$ cat config.mk
export PLATFORM = sky130hd
export DESIGN_NAME = rgb565_intensity_downsampler_core
export DESIGN_NICKNAME = d
export VERILOG_FILES = /design/src/hdl/rid_pkg.sv /design/src/hdl/rgb565_intensity_downsampler_core.sv /design/src/hdl/rid_div.sv /design/src/hdl/rid_inten.sv
export SDC_FILE = /design/constraint.sdc
export NUM_CORES = 1
export LEC_CHECK = 0
export ABC_AREA = 1
export BUFFER_PORTS_ARGS = -buffer_cell sky130_fd_sc_hd__buf_2
export CAP_MARGIN = 40
export CORE_AREA = 4 4 388 294
export CTS_CLUSTER_DIAMETER = 150
export DETAILED_ROUTE_END_ITERATION = 7
export DIE_AREA = 0 0 392 298
export MAX_ROUTING_LAYER = met4
export PLACE_DENSITY_LB_ADDON = 0.15
export SKIP_CTS_REPAIR_TIMING = 1
export SLEW_MARGIN = 30
export SYNTH_ARGS = -nofsm -noshare
export SYNTH_HDL_FRONTEND = slang
export SYNTH_HIERARCHICAL = 1
export SYNTH_SLANG_ARGS = --single-unit
$ cat constraint.sdc
create_clock -name clk -period 9.9 [get_ports clk]
set_input_delay 1.98 -clock clk [delete_from_list [all_inputs] [get_ports clk]]
set_output_delay 1.98 -clock clk [all_outputs]
set_load 0.01 [all_outputs]
$ cat src/hdl/rid_pkg.sv
// ----------------------------------------------------------------------------
// RGB565 intensity downsampler package
// Field widths, payload types and register indexes shared by the block.
// ----------------------------------------------------------------------------
package rid_pkg;

  localparam int MAP_SIZE_DEF = 64;

  localparam int COORD_W   = 8;
  localparam int COLOR_W   = 16;
  localparam int MAP_W     = 6;
  localparam int INTEN_W   = 8;
  localparam int CFG_W     = 9;
  localparam int CFG_IDX_W = 1;

  localparam int MIN_WIDTH = 32;
  localparam int MAX_WIDTH = 256;

  localparam logic [CFG_W-1:0] WIDTH_RST  = CFG_W'(256);
  localparam logic [CFG_W-1:0] HEIGHT_RST = CFG_W'(256);

  localparam logic [CFG_IDX_W-1:0] REG_SOURCE_WIDTH  = CFG_IDX_W'(0);
  localparam logic [CFG_IDX_W-1:0] REG_SOURCE_HEIGHT = CFG_IDX_W'(1);

  typedef struct packed {
    logic [COORD_W-1:0] source_column;
    logic [COORD_W-1:0] source_row;
    logic [COLOR_W-1:0] pixel_color;
  } pix_in_t;

  typedef struct packed {
    logic [MAP_W-1:0]   map_row;
    logic [MAP_W-1:0]   map_column;
    logic [INTEN_W-1:0] intensity;
    logic               last_write;
  } map_wr_t;

endpackage

$ cat src/hdl/rgb565_intensity_downsampler_core.sv
// ----------------------------------------------------------------------------
// RGB565 intensity downsampler core
// A pixel's first map write is shown after the input register, the divider
// and intensity pipelines and the output register. Throughput: one pixel per
// cycle while the output is free; a pixel with two writes holds the output
// register till both are taken. Reset clears valids, sets both sizes to 256.
// ----------------------------------------------------------------------------
module rgb565_intensity_downsampler_core #(
  parameter int MAP_SIZE = rid_pkg::MAP_SIZE_DEF
) (
  input  logic                              clk,
  input  logic                              rst_n,
  input  logic                              in_valid,
  output logic                              in_ready,
  input  rid_pkg::pix_in_t                  in_data,
  output logic                              out_valid,
  input  logic                              out_ready,
  output rid_pkg::map_wr_t                  out_data,
  input  logic                              cfg_valid,
  output logic                              cfg_ready,
  input  logic [rid_pkg::CFG_IDX_W-1:0]     cfg_index,
  input  logic [rid_pkg::CFG_W-1:0]         cfg_data
);

  import rid_pkg::*;

  localparam int QW  = $clog2(MAP_SIZE);
  localparam int LAT = (QW > 4) ? QW : 4;
  localparam int NW  = $clog2(256 * MAP_SIZE + 256);

  logic [CFG_W-1:0] src_width_r, src_height_r;
  logic [CFG_W-1:0] weff;
  logic             w_big;

  logic [NW-1:0]    row_num, col_num, width_span;
  logic             ok0, en;

  logic             vld_r [0:LAT];
  logic [NW-1:0]    row_num_r, col_num_r;
  logic [COLOR_W-1:0] color_r;

  logic [QW-1:0]    row_q, col_q;
  logic [CFG_W-1:0] row_rem, col_rem;
  logic [INTEN_W-1:0] inten_lat;

  logic [9:0]       slack;
  logic             first_ok, second_ok, emit, free_nxt;

  logic             out_valid_r, more_r;
  logic [MAP_W-1:0] map_row_r, map_col_r;
  logic [INTEN_W-1:0] inten_r;

  // Config writes must come only while the pipeline is empty; not enforced.
  assign cfg_ready = 1'b1;

  always_ff @(posedge clk) begin
    if (!rst_n) begin
      src_width_r  <= WIDTH_RST;
      src_height_r <= HEIGHT_RST;
    end else if (cfg_valid) begin
      unique case (cfg_index)
        REG_SOURCE_WIDTH:  src_width_r  <= cfg_data;
        REG_SOURCE_HEIGHT: src_height_r <= cfg_data;
      endcase
    end
  end

  assign w_big = src_width_r > CFG_W'(MAX_WIDTH);
  assign weff  = (src_width_r < CFG_W'(MIN_WIDTH)) ? CFG_W'(MIN_WIDTH) : src_width_r;

  // The first map column sampling this pixel is ceil(col * MAP_SIZE / width);
  // the divider then needs a numerator below MAP_SIZE * width.
  assign row_num    = NW'(in_data.source_row) * NW'(MAP_SIZE);
  assign col_num    = NW'(in_data.source_column) * NW'(MAP_SIZE) + NW'(weff) - NW'(1);
  assign width_span = NW'(MAP_SIZE) * NW'(weff);
  assign ok0 = !w_big && ({1'b0, in_data.source_row} < src_height_r)
               && (col_num < width_span);

  always_ff @(posedge clk) begin
    if (!rst_n) begin
      for (int k = 0; k <= LAT; k++) vld_r[k] <= 1'b0;
    end else if (en) begin
      vld_r[0] <= in_valid && ok0;
      for (int k = 1; k <= LAT; k++) vld_r[k] <= vld_r[k-1];
    end
  end

  always_ff @(posedge clk) begin
    if (en) begin
      row_num_r <= row_num;
      col_num_r <= col_num;
      color_r   <= in_data.pixel_color;
    end
  end

  rid_div #(
    .NW  (NW),
    .DW  (CFG_W),
    .QW  (QW),
    .LAT (LAT)
  ) u_div_row (
    .clk  (clk),
    .en   (en),
    .num  (row_num_r),
    .den  (src_height_r),
    .quot (row_q),
    .rem  (row_rem)
  );

  rid_div #(
    .NW  (NW),
    .DW  (CFG_W),
    .QW  (QW),
    .LAT (LAT)
  ) u_div_col (
    .clk  (clk),
    .en   (en),
    .num  (col_num_r),
    .den  (weff),
    .quot (col_q),
    .rem  (col_rem)
  );

  rid_inten #(
    .LAT (LAT)
  ) u_inten (
    .clk       (clk),
    .en        (en),
    .color     (color_r),
    .intensity (inten_lat)
  );

  // The row remainder is not needed; only its quotient sets the map row.
  // With q the first candidate column, q * width = col * MAP_SIZE + slack,
  // so each candidate is checked against the next source column by adds alone.
  assign slack     = 10'(weff) - 10'd1 - 10'(col_rem);
  assign first_ok  = slack < 10'(MAP_SIZE);
  assign second_ok = ((slack + 10'(weff)) < 10'(MAP_SIZE))
                     && ((8'(col_q) + 8'd1) < 8'(MAP_SIZE));
  assign emit      = vld_r[LAT] && first_ok && (row_rem == row_rem);

  assign free_nxt = !out_valid_r || (out_ready && !more_r);
  assign en       = free_nxt || !emit;
  assign in_ready = en;

  always_ff @(posedge clk) begin
    if (!rst_n) begin
      out_valid_r <= 1'b0;
      more_r      <= 1'b0;
    end else if (en && emit) begin
      out_valid_r <= 1'b1;
      more_r      <= second_ok;
    end else if (out_valid_r && out_ready) begin
      if (more_r) begin
        more_r <= 1'b0;
      end else begin
        out_valid_r <= 1'b0;
      end
    end
  end

  always_ff @(posedge clk) begin
    if (en && emit) begin
      map_row_r <= MAP_W'(row_q);
      map_col_r <= MAP_W'(col_q);
      inten_r   <= inten_lat;
    end else if (out_valid_r && out_ready && more_r) begin
      map_col_r <= map_col_r + MAP_W'(1);
    end
  end

  assign out_valid           = out_valid_r;
  assign out_data.map_row    = map_row_r;
  assign out_data.map_column = map_col_r;
  assign out_data.intensity  = inten_r;
  assign out_data.last_write = !more_r;

endmodule

$ cat src/hdl/rid_div.sv
// ----------------------------------------------------------------------------
// Pipelined restoring divider
// One quotient bit per stage, padded with pass stages up to the given depth.
// The numerator must be below the divisor shifted left by the quotient width.
// ----------------------------------------------------------------------------
module rid_div #(
  parameter int NW  = 15,
  parameter int DW  = 9,
  parameter int QW  = 6,
  parameter int LAT = 6
) (
  input  logic          clk,
  input  logic          en,
  input  logic [NW-1:0] num,
  input  logic [DW-1:0] den,
  output logic [QW-1:0] quot,
  output logic [DW-1:0] rem
);

  localparam int EW = NW + DW;

  logic [NW-1:0] rem_r [1:LAT];
  logic [QW-1:0] q_r   [1:LAT];

  genvar k;
  generate
    for (k = 1; k <= LAT; k++) begin : g_stage
      logic [NW-1:0] r_in;
      logic [QW-1:0] q_in;
      logic [NW-1:0] rem_nxt;
      logic [QW-1:0] q_nxt;

      if (k == 1) begin : g_first
        assign r_in = num;
        assign q_in = '0;
      end else begin : g_chain
        assign r_in = rem_r[k-1];
        assign q_in = q_r[k-1];
      end

      if (k <= QW) begin : g_bit
        localparam int B = QW - k;
        logic [EW-1:0] dsh;
        logic          hit;
        assign dsh     = EW'(den) << B;
        assign hit     = EW'(r_in) >= dsh;
        assign rem_nxt = hit ? NW'(EW'(r_in) - dsh) : r_in;
        assign q_nxt   = q_in | (QW'(hit) << B);
      end else begin : g_pass
        assign rem_nxt = r_in;
        assign q_nxt   = q_in;
      end

      always_ff @(posedge clk) begin
        if (en) begin
          rem_r[k] <= rem_nxt;
          q_r[k]   <= q_nxt;
        end
      end
    end
  endgenerate

  assign quot = q_r[LAT];
  assign rem  = DW'(rem_r[LAT]);

endmodule

$ cat src/hdl/rid_inten.sv
// ----------------------------------------------------------------------------
// Pixel intensity pipeline
// Expands RGB565 to 8-bit channels, forms luminance and the intensity
// estimate over four stages, then delays it to the given depth.
// ----------------------------------------------------------------------------
module rid_inten #(
  parameter int LAT = 6
) (
  input  logic        clk,
  input  logic        en,
  input  logic [15:0] color,
  output logic [7:0]  intensity
);

  import rid_pkg::*;

  typedef logic [7:0] lut32_t [32];
  typedef logic [7:0] lut64_t [64];

  function automatic lut32_t build_lut32();
    lut32_t t;
    for (int i = 0; i < 32; i++) t[i] = 8'((i * 255) / 31);
    return t;
  endfunction

  function automatic lut64_t build_lut64();
    lut64_t t;
    for (int i = 0; i < 64; i++) t[i] = 8'((i * 255) / 63);
    return t;
  endfunction

  localparam lut32_t EXP5_LUT = build_lut32();
  localparam lut64_t EXP6_LUT = build_lut64();

  // Reciprocals that give exact quotients over the value ranges seen here.
  localparam int LUM_RECIP   = 5243;
  localparam int LUM_SHIFT   = 19;
  localparam int THIRD_RECIP = 683;
  localparam int THIRD_SHIFT = 11;
  localparam int LUM_FLOOR   = 8;

  logic [7:0]  rr, gg, bb, mx_nxt;
  logic [14:0] sum_nxt;
  logic [14:0] sum_r;
  logic [7:0]  mx1_r;

  logic [27:0] lum_prod;
  logic [7:0]  lum_r, mx2_r;

  logic [9:0]  y_r;
  logic        zero_r;

  logic [19:0] third_prod;
  logic [8:0]  v_full;
  logic [7:0]  inten_nxt;
  logic [7:0]  dly_r [4:LAT];

  always_comb begin
    rr = EXP5_LUT[color[15:11]];
    gg = EXP6_LUT[color[10:5]];
    bb = EXP5_LUT[color[4:0]];
    sum_nxt = 15'(rr) * 15'd30 + 15'(gg) * 15'd59 + 15'(bb) * 15'd11;
    mx_nxt = rr;
    if (gg > mx_nxt) mx_nxt = gg;
    if (bb > mx_nxt) mx_nxt = bb;
  end

  assign lum_prod   = 28'(sum_r) * 28'(LUM_RECIP);
  assign third_prod = 20'(y_r) * 20'(THIRD_RECIP);
  assign v_full     = third_prod[THIRD_SHIFT +: 9];

  always_comb begin
    if (zero_r) begin
      inten_nxt = '0;
    end else if (v_full > 9'd255) begin
      inten_nxt = 8'd255;
    end else begin
      inten_nxt = v_full[7:0];
    end
  end

  always_ff @(posedge clk) begin
    if (en) begin
      sum_r  <= sum_nxt;
      mx1_r  <= mx_nxt;
      lum_r  <= lum_prod[LUM_SHIFT +: 8];
      mx2_r  <= mx1_r;
      y_r    <= {1'b0, mx2_r, 1'b0} + 10'(lum_r);
      zero_r <= lum_r <= 8'(LUM_FLOOR);
      dly_r[4] <= inten_nxt;
      for (int k = 5; k <= LAT; k++) dly_r[k] <= dly_r[k-1];
    end
  end

  assign intensity = dly_r[LAT];

endmodule

==> results.cfg <==
[status]
status = finished, final reports clean

[global_routing]
grtUsageMet3 = 0.0232
first_global_vias = 22900
globalRouteOverflowTotal = 0
grt_max_degree = 94
grt_use_met2 = 0.181
grt_pass1_wl_mm = 133
grt_busiest_layer = met1
antenna_found_initial = 10
track_usage = 0.149
grt.met1_usage = 0.250

[sta]
hold_violations = 0
finalSetupViolations = 0
layout_min_cycle_time_ps = 7040
tns_ps = 0
rsz0062_at_grt = no
tightest_slew_ps = 850
skew_ps = 22.5
timing.slew.headroom = 0.433
drv_slew = 0
timing.hold.ws_ps = 411
clock.fmax_ghz = 0.142
min_period_over_period = 0.711

[routing]
dr.first_iter.drc_count = 1581
vias_per_cell = 4.42
first_pass_iters = 5
drt_wl_total_mm = 84.4
drc = 0
num_vias = 24200
wire_per_inst_um = 15.4
final_antenna_net_count = 0

[worst_setup_path]
worstPathArrival_ps = 7370
crit_path_end = u_inten/sum_r[11]
reg2reg_slack_ps = 2860
required_ps = 10230
crit_fanout = 9
crit_family = adder cells
rr_worst_depth = 24
crit_path_start_kind = flip-flop
cp-startpoint = color_r[13]
max_stage_delay_ps = 550
crit_buf_inv = 7
cp-end-kind = flip-flop
path_class = reg2reg
path_cells = inv_1, ha_1, a21oi_1, inv_1, o22ai_2, inv_1, fa_1, fa_1, inv_1, fa_1, o21ai_0, xor2_1, inv_1, fa_1, fa_1, inv_1, fa_1, inv_1, ha_1, nand2_1, o21ai_0, a21oi_1, o21ai_0, xor2_1
worst_path_max_delay_cell = fa_1
path_common_cell = inv_1
critical_path_depth = 24
r2r-start = color_r[13]
r2r-end = u_inten/sum_r[11]

[final_layout]
regArea_sq_um = 10600
multiInputGateArea_sq_um = 18700
drive_gt1_frac = 0.0668
area_growth_syn_to_layout_pct = 10.7
nets = 4596
fill_cells = 11800
design_area_sq_um = 35800

[die]
core_area_sq_um = 111000
io_pins = 71
die-area_sq_um = 117000
num_rows = 106
die_w_um = 392
start_util = 0.292
die_h_um = 298

[clocking]
cts_buffers = 43
cts_tree = built
clk_latency_ps = 590
htree_levels = 2
numClockSinks = 361
clockRootBuffer = clkbuf_16
cts_buffer_depth = 3
clk_pin_slew_ps = 60

[min_path]
min_path_type = reg2reg
min-delay-start = u_div_col/q_r[0][16]

[placement]
hpwl_mm = 68.3
finalWeightedCongestion = 0.841
placed_area_sq_um = 34300
port_buffers = 69

[synthesis]
synthesis.area_sq_um = 32300
ys_warn_count = 6
syn_inst = 3878
synth_area_per_cell_sq_um = 8.33

[job]
drv_cap = 0
-- state kept, by name, summed over array words and instances, names as in the netlist, 6 cells and up --
name / count
col_num_r: 15
color_r: 16
inten_r: 8
map_col_r: 6
map_row_r: 6
row_num_r: 8
src_height_r: 9
src_width_r: 9
u_div_col/q_r: 21
u_div_col/rem_r: 84
u_div_row/q_r: 21
u_div_row/rem_r: 75
u_inten/dly_r: 24
u_inten/lum_r: 8
u_inten/mx1_r: 8
u_inten/mx2_r: 8
u_inten/sum_r: 15
u_inten/y_r: 10
vld_r: 7
-- cells in the final DEF (no fill, tap or decap), drive strengths merged, types with 36 or more instances in the layout --
master,instances
nand3,232
nand4,46
ha,406
xnor2,36
clkbuf,52
o21ai,106
fa,166
nor2,285
nand2,1069
a21oi,186
xor2,63
inv,757
buf,76
edfxtp,336
-- area by class of cell --
cell class              instances  share of cell area
clock inverters                28             0.00773
repair buffers                 76              0.0117
diodes                          9            0.000630
clock buffers                  52              0.0316
well taps                    1458              0.0510
multi-input cells            2740               0.522
flip-flops and latches        361               0.296
inverters                     755              0.0792
-- worst reg2reg max path: cells and delay by family, from the launching register on --
kind,cells,cell delay [ps]
adders and majority gates,8,3570
AOI/OAI and AO/OA,6,1550
buffers and inverters,7,810
DFF,1,530
xor gates and xnor gates,2,270
and+or+nand+nor,1,80
-- stage by stage --
step | setup slack (ps) | instances | util
2_1_floorplan | 1930 | 3893 | -
3_3_place_gp | 2810 | 5389 | 0.310
3_5_place_dp | 2830 | 5390 | 0.310
4_1_cts | 2790 | 5470 | 0.323
5_1_grt | 2290 | 5479 | 0.323
6_report | 2860 | 5479 | 0.323
-- how the worst min path moves through the flow --
stage	slack (ps)	cells past startpoint	end
6_report	410	0	u_div_col/q_r[0][22]
5_1_grt	420	0	u_div_col/q_r[0][23]
4_1_cts	410	0	u_div_col/q_r[0][22]
3_5_place_dp	410	0	u_div_row/q_r[0][30]
3_3_place_gp	400	0	u_div_row/q_r[0][21]
2_1_floorplan	400	0	map_row_r[0]
-- routing by layer --
metal,part of all wire,up-vias
li1,-,12700
met1,0.58,11000
met2,0.35,399
met3,0.049,71
met4,0.014,0
met5,0,-
Power is not shown: default switching activity piles up to over one toggle a cycle in this logic, so the estimate is an artifact.
